File: src/sv/tlne_pkg.sv
package tlne_pkg;

   localparam int MAX_DEPTH   = 63;
   localparam int DEPTH_COUNT = MAX_DEPTH + 1;
   localparam int DEPTH_W     = $clog2(DEPTH_COUNT);
   localparam int INDEX_W     = 16;
   localparam int MOVE_W      = 3;
   localparam int MOVE_COUNT  = 6;

   // Move codes: first letter gains one, second letter loses one
   localparam logic [MOVE_W-1:0] MOVE_AB = 3'd0;
   localparam logic [MOVE_W-1:0] MOVE_AC = 3'd1;
   localparam logic [MOVE_W-1:0] MOVE_AD = 3'd2;
   localparam logic [MOVE_W-1:0] MOVE_BC = 3'd3;
   localparam logic [MOVE_W-1:0] MOVE_BD = 3'd4;
   localparam logic [MOVE_W-1:0] MOVE_CD = 3'd5;

   typedef logic [INDEX_W-1:0] count_table_type [DEPTH_COUNT];

   typedef enum logic [1:0] {
      FRONT_IDLE,
      FRONT_SCAN_A,
      FRONT_SCAN_B,
      FRONT_PUSH
   } front_state_type;

   // One classified vertex handed from the front to the back
   typedef struct packed {
      logic               err;
      logic [DEPTH_W-1:0] a;
      logic [DEPTH_W-1:0] b;
      logic [DEPTH_W-1:0] c;
      logic [DEPTH_W-1:0] d;
      logic [DEPTH_W-1:0] rem;
      logic [DEPTH_W-1:0] rb;
      logic [INDEX_W-1:0] rank;
      logic [INDEX_W-1:0] rank_t;
   } entry_type;

   typedef struct packed {
      logic      valid;
      entry_type entry;
   } queue_port_type;

   // Points in a triangle slab of side r: (r+2)(r+1)/2, built by running sums
   function automatic count_table_type build_tri_table();
      count_table_type t;
      t[0] = INDEX_W'(1);
      for (int r = 1; r < DEPTH_COUNT; r++) begin
         t[r] = t[r-1] + INDEX_W'(r + 1);
      end
      return t;
   endfunction

   // Points in the whole tetrahedron of depth r
   function automatic count_table_type build_tet_table();
      count_table_type t;
      count_table_type s;
      t = build_tri_table();
      s[0] = INDEX_W'(1);
      for (int r = 1; r < DEPTH_COUNT; r++) begin
         s[r] = s[r-1] + t[r];
      end
      return s;
   endfunction

   localparam count_table_type TRI_TABLE = build_tri_table();
   localparam count_table_type TET_TABLE = build_tet_table();

endpackage

File: src/sv/tlne_front.sv
module tlne_front
   import tlne_pkg::*;
(
   input  logic                 clock,
   input  logic                 reset,
   input  logic                 req_valid,
   output logic                 req_stall,
   input  logic [INDEX_W-1:0]   req_vertex_index,
   input  logic [DEPTH_W-1:0]   depth,
   input  logic                 queue_full,
   output queue_port_type       push
);

   front_state_type    state_ff, state_in;
   logic [INDEX_W-1:0] idx_ff, idx_in;
   logic [INDEX_W-1:0] rank_ff, rank_in;
   logic [INDEX_W-1:0] tri_ff, tri_in;
   logic [DEPTH_W-1:0] a_ff, a_in;
   logic [DEPTH_W-1:0] rem_ff, rem_in;
   logic [DEPTH_W-1:0] b_ff, b_in;
   logic [DEPTH_W-1:0] rb_ff, rb_in;
   logic               err_ff, err_in;

   logic               accept;
   logic               out_of_range;
   logic [INDEX_W-1:0] a_blk;
   logic [INDEX_W-1:0] b_blk;
   logic               a_hit;
   logic               b_hit;
   logic [DEPTH_W-1:0] c_val;

   assign accept       = req_valid && !req_stall;
   assign out_of_range = req_vertex_index >= TET_TABLE[depth];
   assign a_blk        = TRI_TABLE[rem_ff];
   assign b_blk        = INDEX_W'(rb_ff) + INDEX_W'(1);
   assign a_hit        = idx_ff < a_blk;
   assign b_hit        = idx_ff < b_blk;
   assign c_val        = idx_ff[DEPTH_W-1:0];

   // Next state
   always_comb begin
      state_in = state_ff;
      unique case (state_ff)
         FRONT_IDLE: begin
            if (accept) begin
               state_in = out_of_range ? FRONT_PUSH : FRONT_SCAN_A;
            end
         end
         FRONT_SCAN_A: begin
            if (a_hit) begin
               state_in = FRONT_SCAN_B;
            end
         end
         FRONT_SCAN_B: begin
            if (b_hit) begin
               state_in = FRONT_PUSH;
            end
         end
         FRONT_PUSH: begin
            if (!queue_full) begin
               state_in = FRONT_IDLE;
            end
         end
         default: state_in = FRONT_IDLE;
      endcase
   end

   // Outputs
   always_comb begin
      req_stall         = (state_ff != FRONT_IDLE);
      push.valid        = (state_ff == FRONT_PUSH) && !queue_full;
      push.entry.err    = err_ff;
      push.entry.a      = a_ff;
      push.entry.b      = b_ff;
      push.entry.c      = c_val;
      push.entry.d      = rb_ff - c_val;
      push.entry.rem    = rem_ff;
      push.entry.rb     = rb_ff;
      push.entry.rank   = rank_ff;
      push.entry.rank_t = rank_ff + tri_ff;
   end

   // Datapath: peel slabs, then rows, off the index, one per cycle
   always_comb begin
      idx_in  = idx_ff;
      rank_in = rank_ff;
      tri_in  = tri_ff;
      a_in    = a_ff;
      rem_in  = rem_ff;
      b_in    = b_ff;
      rb_in   = rb_ff;
      err_in  = err_ff;
      case (state_ff)
         FRONT_IDLE: begin
            idx_in  = req_vertex_index;
            rank_in = req_vertex_index;
            a_in    = '0;
            rem_in  = depth;
            b_in    = '0;
            rb_in   = depth;
            err_in  = out_of_range;
         end
         FRONT_SCAN_A: begin
            if (a_hit) begin
               tri_in = a_blk;
               rb_in  = rem_ff;
               b_in   = '0;
            end else begin
               idx_in = idx_ff - a_blk;
               a_in   = a_ff + DEPTH_W'(1);
               rem_in = rem_ff - DEPTH_W'(1);
            end
         end
         FRONT_SCAN_B: begin
            if (!b_hit) begin
               idx_in = idx_ff - b_blk;
               b_in   = b_ff + DEPTH_W'(1);
               rb_in  = rb_ff - DEPTH_W'(1);
            end
         end
         default: begin
         end
      endcase
   end

   always_ff @(posedge clock) begin
      if (reset) begin
         state_ff <= FRONT_IDLE;
      end else begin
         state_ff <= state_in;
      end
   end

   always_ff @(posedge clock) begin
      idx_ff  <= idx_in;
      rank_ff <= rank_in;
      tri_ff  <= tri_in;
      a_ff    <= a_in;
      rem_ff  <= rem_in;
      b_ff    <= b_in;
      rb_ff   <= rb_in;
      err_ff  <= err_in;
   end

endmodule

File: src/sv/tlne_queue.sv
module tlne_queue
   import tlne_pkg::*;
(
   input  logic           clock,
   input  logic           reset,
   input  queue_port_type push,
   output logic           full,
   output queue_port_type head,
   input  logic           pop
);

   entry_type  slot_ff [2];
   logic       wr_ptr_ff, wr_ptr_in;
   logic       rd_ptr_ff, rd_ptr_in;
   logic [1:0] count_ff, count_in;
   logic       do_push;
   logic       do_pop;

   assign full       = (count_ff == 2'd2);
   assign do_push    = push.valid && !full;
   assign do_pop     = pop && (count_ff != 2'd0);
   assign head.valid = (count_ff != 2'd0);
   assign head.entry = slot_ff[rd_ptr_ff];

   always_comb begin
      wr_ptr_in = wr_ptr_ff ^ do_push;
      rd_ptr_in = rd_ptr_ff ^ do_pop;
      count_in  = count_ff + {1'b0, do_push} - {1'b0, do_pop};
   end

   always_ff @(posedge clock) begin
      if (reset) begin
         wr_ptr_ff <= 1'b0;
         rd_ptr_ff <= 1'b0;
         count_ff  <= 2'd0;
      end else begin
         wr_ptr_ff <= wr_ptr_in;
         rd_ptr_ff <= rd_ptr_in;
         count_ff  <= count_in;
      end
   end

   always_ff @(posedge clock) begin
      if (do_push) begin
         slot_ff[wr_ptr_ff] <= push.entry;
      end
   end

endmodule

File: src/sv/tlne_back.sv
module tlne_back
   import tlne_pkg::*;
(
   input  logic                 clock,
   input  logic                 reset,
   input  queue_port_type       head,
   output logic                 pop,
   output logic                 rsp_valid,
   input  logic                 rsp_stall,
   output logic [DEPTH_W-1:0]   rsp_coord_a,
   output logic [DEPTH_W-1:0]   rsp_coord_b,
   output logic [DEPTH_W-1:0]   rsp_coord_c,
   output logic [DEPTH_W-1:0]   rsp_coord_d,
   output logic [INDEX_W-1:0]   rsp_neighbor_index,
   output logic [MOVE_W-1:0]    rsp_move_code,
   output logic                 rsp_has_edge,
   output logic                 rsp_index_error,
   output logic                 rsp_last_result
);

   entry_type               e;
   logic [MOVE_W-1:0]       move_ff, move_in;
   logic [MOVE_COUNT-1:0]   mask;
   logic                    single;
   logic                    cur;
   logic                    last;
   logic                    can_load;
   logic                    emit;
   logic signed [7:0]       off;
   logic [INDEX_W-1:0]      base;
   logic [INDEX_W-1:0]      nb;

   logic                    valid_ff, valid_in;
   logic [DEPTH_W-1:0]      ca_ff, ca_in, cb_ff, cb_in, cc_ff, cc_in, cd_ff, cd_in;
   logic [INDEX_W-1:0]      nb_ff, nb_in;
   logic [MOVE_W-1:0]       mv_ff, mv_in;
   logic                    edge_ff, edge_in;
   logic                    err_ff, err_in;
   logic                    last_ff, last_in;

   assign e = head.entry;

   always_comb begin
      mask = {e.d != '0, e.d != '0, e.c != '0, e.d != '0, e.c != '0, e.b != '0};
      single   = e.err || (mask == '0);
      cur      = mask[move_ff];
      last     = (mask & MOVE_COUNT'(6'b111110 << move_ff)) == '0;
      can_load = !valid_ff || !rsp_stall;
      emit     = head.valid && can_load && (single || cur);
      pop      = head.valid && can_load && (single || (cur && last));
   end

   // Neighbour rank as a small offset from the source rank
   always_comb begin
      base = e.rank;
      off  = '0;
      case (move_ff)
         MOVE_AB: begin
            base = e.rank_t;
            off  = -$signed({2'b00, e.rem}) - 8'sd1;
         end
         MOVE_AC: begin
            base = e.rank_t;
            off  = -$signed({2'b00, e.b}) - 8'sd1;
         end
         MOVE_AD: begin
            base = e.rank_t;
            off  = -$signed({2'b00, e.b});
         end
         MOVE_BC: off = $signed({2'b00, e.rb});
         MOVE_BD: off = $signed({2'b00, e.rb}) + 8'sd1;
         MOVE_CD: off = 8'sd1;
         default: off = '0;
      endcase
      nb = base + {{(INDEX_W-8){off[7]}}, off};
   end

   always_comb begin
      move_in = move_ff;
      if (pop) begin
         move_in = '0;
      end else if (head.valid && !single && (!cur || can_load)) begin
         move_in = move_ff + MOVE_W'(1);
      end
   end

   always_comb begin
      valid_in = valid_ff;
      ca_in    = ca_ff;
      cb_in    = cb_ff;
      cc_in    = cc_ff;
      cd_in    = cd_ff;
      nb_in    = nb_ff;
      mv_in    = mv_ff;
      edge_in  = edge_ff;
      err_in   = err_ff;
      last_in  = last_ff;
      if (can_load) begin
         valid_in = emit;
         ca_in    = e.err ? '0 : e.a;
         cb_in    = e.err ? '0 : e.b;
         cc_in    = e.err ? '0 : e.c;
         cd_in    = e.err ? '0 : e.d;
         nb_in    = single ? '0 : nb;
         mv_in    = single ? MOVE_AB : move_ff;
         edge_in  = !single;
         err_in   = e.err;
         last_in  = single || last;
      end
   end

   always_ff @(posedge clock) begin
      if (reset) begin
         move_ff  <= '0;
         valid_ff <= 1'b0;
      end else begin
         move_ff  <= move_in;
         valid_ff <= valid_in;
      end
   end

   always_ff @(posedge clock) begin
      ca_ff   <= ca_in;
      cb_ff   <= cb_in;
      cc_ff   <= cc_in;
      cd_ff   <= cd_in;
      nb_ff   <= nb_in;
      mv_ff   <= mv_in;
      edge_ff <= edge_in;
      err_ff  <= err_in;
      last_ff <= last_in;
   end

   assign rsp_valid          = valid_ff;
   assign rsp_coord_a        = ca_ff;
   assign rsp_coord_b        = cb_ff;
   assign rsp_coord_c        = cc_ff;
   assign rsp_coord_d        = cd_ff;
   assign rsp_neighbor_index = nb_ff;
   assign rsp_move_code      = mv_ff;
   assign rsp_has_edge       = edge_ff;
   assign rsp_index_error    = err_ff;
   assign rsp_last_result    = last_ff;

endmodule

File: src/sv/tetra_lattice_neighbor_enumerator_core.sv
// The front end unranks a request by scanning a-slabs and then b-rows, while an
// index out of range goes straight to the queue; it takes no new request until
// the last one has been pushed. The back end walks one move per cycle, unless the
// response side stalls, up to the last valid one and sets the pace when it is the slower side.
// Reset (synchronous, active high) empties the queue and output and sets depth to 0.
module tetra_lattice_neighbor_enumerator_core
   import tlne_pkg::*;
(
   input  logic                 clock,
   input  logic                 reset,
   // request channel
   input  logic                 req_valid,
   output logic                 req_stall,
   input  logic [INDEX_W-1:0]   req_vertex_index,
   // response channel
   output logic                 rsp_valid,
   input  logic                 rsp_stall,
   output logic [DEPTH_W-1:0]   rsp_coord_a,
   output logic [DEPTH_W-1:0]   rsp_coord_b,
   output logic [DEPTH_W-1:0]   rsp_coord_c,
   output logic [DEPTH_W-1:0]   rsp_coord_d,
   output logic [INDEX_W-1:0]   rsp_neighbor_index,
   output logic [MOVE_W-1:0]    rsp_move_code,
   output logic                 rsp_has_edge,
   output logic                 rsp_index_error,
   output logic                 rsp_last_result,
   // depth register write
   input  logic                 csr_valid,
   output logic                 csr_ready,
   input  logic [DEPTH_W-1:0]   csr_mesh_depth
);

   // Subdivision depth. A 6-bit value never exceeds the depth limit, so
   // no saturation is required.
   logic [DEPTH_W-1:0] depth_ff, depth_in;

   queue_port_type push;
   queue_port_type head;
   logic           queue_full;
   logic           pop;

   // Always take a register write transaction; it must only be issued while idle, which the block does not enforce.
   assign csr_ready = 1'b1;

   always_comb begin
      depth_in = depth_ff;
      if (csr_valid && csr_ready) begin
         depth_in = csr_mesh_depth;
      end
   end

   always_ff @(posedge clock) begin
      if (reset) begin
         depth_ff <= '0;
      end else begin
         depth_ff <= depth_in;
      end
   end

   // Front end: range-check the index, then unrank it by peeling whole
   // a-slabs (triangles) and b-rows (lines) one per cycle. The vertex
   // coordinates, its rank, and that rank plus the size of its a-slab go to the queue.
   tlne_front u_front (
      .clock            (clock),
      .reset            (reset),
      .req_valid        (req_valid),
      .req_stall        (req_stall),
      .req_vertex_index (req_vertex_index),
      .depth            (depth_ff),
      .queue_full       (queue_full),
      .push             (push)
   );

   // Two-entry queue: lets the front start on the next transaction while
   // the back end is still emitting or is held by the response side.
   tlne_queue u_queue (
      .clock (clock),
      .reset (reset),
      .push  (push),
      .full  (queue_full),
      .head  (head),
      .pop   (pop)
   );

   // Back end: walk the six moves, one per cycle unless the response side
   // stalls. Each neighbour rank is the source rank plus a small offset (plus
   // the slab size for moves that raise a), so a single adder serves every
   // move. Drop invalid moves, mark the last valid one, and hold the output
   // register while the response side stalls.
   tlne_back u_back (
      .clock              (clock),
      .reset              (reset),
      .head               (head),
      .pop                (pop),
      .rsp_valid          (rsp_valid),
      .rsp_stall          (rsp_stall),
      .rsp_coord_a        (rsp_coord_a),
      .rsp_coord_b        (rsp_coord_b),
      .rsp_coord_c        (rsp_coord_c),
      .rsp_coord_d        (rsp_coord_d),
      .rsp_neighbor_index (rsp_neighbor_index),
      .rsp_move_code      (rsp_move_code),
      .rsp_has_edge       (rsp_has_edge),
      .rsp_index_error    (rsp_index_error),
      .rsp_last_result    (rsp_last_result)
   );

endmodule

File: config.mk
export PLATFORM = sky130hd
export DESIGN_NAME = tetra_lattice_neighbor_enumerator_core
export DESIGN_NICKNAME = d
export VERILOG_FILES = /design/src/sv/tlne_pkg.sv /design/src/sv/tlne_front.sv /design/src/sv/tlne_queue.sv /design/src/sv/tlne_back.sv /design/src/sv/tetra_lattice_neighbor_enumerator_core.sv
export SDC_FILE = /design/constraint.sdc
export NUM_CORES = 1
export LEC_CHECK = 0
export BUFFER_PORTS_ARGS = -buffer_cell sky130_fd_sc_hd__buf_2
export CORE_MARGIN = 2
export CORE_UTILIZATION = 60
export DETAILED_ROUTE_END_ITERATION = 12
export PLACE_DENSITY_LB_ADDON = 0.2
export SYNTH_ARGS = -nofsm -noshare
export SYNTH_HDL_FRONTEND = slang
export SYNTH_SLANG_ARGS = --single-unit
File: constraint.sdc
create_clock -name clock -period 4.95 [get_ports clock]
set_clock_uncertainty 0.1 [all_clocks]
set_input_delay 0.2475 -clock clock [delete_from_list [all_inputs] [get_ports clock]]
set_output_delay 0.2475 -clock clock [all_outputs]
set_load 0.02 [all_outputs]
==> reports/results.ini <==
[yosys]
yosys_register_bits=269
synth.yosys.seq_area_share_pct=51.0
synthSimpleGateAreaFrac_pct=12.1
yosysTopAreaCell=edfxtp_1
synth_top_cell_area_share_pct=48.9
synthTopCellsByArea=edfxtp_1, ha_1, nor2_1
synth_fa_ha_area_share_pct=9.02
synth_xor_area_share_pct=4.51
synth_top_family_by_area=compound AO/OA/AOI/OAI gates
synth-edff-count=253
syn_area_per_cell_um2=11.1
synth_compound_gate_area_share_pct=13.3
syn_area_mm2=0.0155
netlist_instances=1396
postSynth.asyncResetShare_pct=0
synth_ff_type=edfxtp_1
syn_nets=1532
synth.distinct_cells=79
yosysWarnings=0
muxShareOfSynthArea_pct=6.67

[die]
die_area_mm2=0.0272
initial_core_util_pct=61.3
ios=76
core_area_mm2=0.0253
die_h_um=165
row_count=58
die_w_um=165

[setup_path]
critical_path_arrival_ns=4.96
slowest_delay_ns=0.69
rrSetupSlack_ns=0.34
cp_cell_sequence=inv_1 > ha_1 > nand2_1 > mux4_2 > nand2b_1 > o31ai_1 > ha_1 > o21a_1 > o31a_1 > o2111ai_2 > a21oi_1 > o41a_1 > a31oi_1 > o211ai_1 > a221oi_1
timing.rr.end=u_front.state_ff[0]
crit_top_cell=ha_1
slowest_stage=edfxtp_1
worst_ep_required_time_ns=5.30
end_kind=flop
crit_type=reg -> reg
crit_fanout=13
startpoint_type=flop
rr_worst_depth=15
startpoint=u_front.rem_ff[0]
regToRegStartpoint=u_front.rem_ff[0]

[power_and_ir_drop]
power_frac_seq_pct=33.2
p_sw_mw=4.79
leakagePower_nw=6.62
power_frac_comb_pct=49.5
peakVddDrop_uv=399
p_per_area_mw_per_mm2=675
switching_share_pct=40.6
p_int_mw=7.01
clock_power_share_pct=17.3

[grt]
antenna_found_initial=0
grt.total_usage_pct=26.1
grt_pass1_wl_um=55400
grt_max_degree=58
grt_pass1_vias=10800
overflow=0

[routing]
route.detailed.drc=0
via_per_inst=6.10
wire_per_inst_um=18.9
dr.pass1.iters=7
drtAntennaViolNets=0
finalWirelength_um=34900
vias=11200
initialDrtViolationCount=1022

[sta]
rsz0062_at_grt=no
max-slew-margin-rel_pct=25.3
tns_ns=0
fin_crit_sh_pct=93.2
hold_ws_ns=0.0267
fmax_mhz=217
slew_violations=0
worst_pin_slew_ns=1.12
setup_violations=0
hold_violations=0
post-route-min-period_ns=4.61

[place]
dp_cells=1760
placement.io_buffers=74
globalplace.congestion=0.967
placed_area_mm2=0.0163
dp_hpwl_um=24600

[finish]
fillCellCount=1853
final_area_mm2=0.0175
n_antenna_cell=0
mostFrequentLayoutCell=edfxtp_1
final_layout_size_suffix_gt1_share_pct=12.8
syn2layout_area_growth_pct=12.5
utilization_pct=69.0
layout_common_cells=edfxtp_1, nor2_1, ha_1
stdcell_count=1842
nets=1628

[clock_tree]
cts_tree=yes
cts_sinks=269
cts.clk_slew.worst_paths_ns=0.06
cts_inserted_buffers=29
clk_latency_ns=0.54
clockRootBuffer=clkbuf_16
cts_max_level=1
cts_setup_buffers=0
clockBufferDepth=3

[job]
maxCapViolCount=0

[hold_path]
hold_start=reset
hold_path_class=in -> reg
min_path_cells=2
hold_end=u_queue.wr_ptr_ff

[status]
outcome=finished, final reports clean

[worst max-delay path: cells and delay by family, from the launching register on]
family	cells	cell delay, ns
AO/OA/AOI/OAI	9	1.93
adder cells (fa/ha/maj)	2	0.87
buffers and inverters	1	0.19
flip-flops	1	0.69
multiplexers	1	0.45
AND/OR/NAND/NOR	2	0.30
[how the worst max path moves through the flow]
stage / depth (start not counted) / endpoint
6_report: 15 / u_front.state_ff[0]
4_1_cts: 18 / u_back.rsp_neighbor_index[13]
2_1_floorplan: 15 / u_front.idx_ff[0]
3_5_place_dp: 18 / u_back.rsp_neighbor_index[13]
3_3_place_gp: 18 / u_back.rsp_neighbor_index[13]
5_1_grt: 16 / u_back.rsp_neighbor_index[13]
[area by class of cell]
cell class | instances | area [um^2] | share of cell area (%)
repair buffers | 132 | 883 | 5.06
clock buffers | 34 | 744 | 4.26
flip-flops and latches | 269 | 7920 | 45.3
clock inverters | 17 | 145 | 0.831
multi-input cells | 993 | 7110 | 40.7
inverters | 67 | 251 | 1.44
well taps | 330 | 413 | 2.36
[registers in the layout, summed over array words and instances, names as in the netlist, 2 cells and up]
signal	flops
u_back.rsp_coord_c	6
u_back.rsp_move_code	3
depth_ff	6
u_back.move_ff	3
u_front.rem_ff	6
u_back.rsp_coord_a	6
u_back.rsp_coord_d	6
u_back.rsp_coord_b	6
u_front.a_ff	6
u_front.rank_ff	16
u_queue.count_ff	2
u_queue.slot_ff	138
u_back.rsp_neighbor_index	16
u_front.state_ff	2
u_front.idx_ff	16
u_front.rb_ff	6
u_front.tri_ff	12
u_front.b_ff	6
[metrics by stage]
stage / power, mW / setup WS, ns
3_5_place_dp: 9.67 / 0.270
4_1_cts: 11.8 / 0.268
2_1_floorplan: 8.28 / 0.497
3_3_place_gp: 9.51 / 0.383
5_1_grt: 12.6 / 0.0207
6_report: 11.8 / 0.338
[cell families after synthesis]
kind of cell    Yosys count
simple gates            410
compound gates          315
flops                   269
buf+inv                 134
fa+ha+maj               109
xor+xnor                 80
mux                      78
other cells               1
[what timing repair did]
item                                    4_1_cts  5_1_grt
endpoints found under the hold margin        29        0
gates resized for setup                       0        2
endpoints found under the setup margin        0        1
hold buffers                                 31        0
[power by group through the flow]
| stage | logic (mW) | clock network, mW | registers, mW |
|---|---|---|---|
| after global routing | 6.48 | 2.17 | 3.98 |
| after detailed placement | 5.72 | 0 | 3.95 |
| after global placement | 5.60 | 0 | 3.92 |
| after CTS | 5.80 | 2.07 | 3.90 |
| after floorplan | 4.32 | 0 | 3.96 |
| final | 5.84 | 2.04 | 3.91 |
[synth_stat cells, types with 6 or more instances]
library cell    n
a211oi_1       12
xnor2_1        52
or2_2           6
clkbuf_1       49
nor3_1         37
o21a_1         11
a31oi_1        15
or3_1           6
a21oi_1        86
o22ai_1         7
mux2_2          8
xor2_1         28
nand4_1         7
o31ai_1         7
nand2b_1       14
o211ai_1       16
buf_2           8
mux4_2         19
o21ai_0        72
a21o_1         17
and3_1         10
mux2i_1        49
nand3_1        20
nand3b_1        8
ha_1          104
dfxtp_1        16
nor2_1        169
nor2b_1        25
buf_1           8
edfxtp_1      253
o31a_1          6
a22oi_1        17
nand2_1        87
inv_1          62
[per-layer routing]
metal	wire (um)	GRT usage (%)
met5	0	0
met1	15000	34.6
met2	17000	44.8
met4	855	8.18
met3	1970	3.49
No activity file was read; power rests on OpenSTA's default activity.
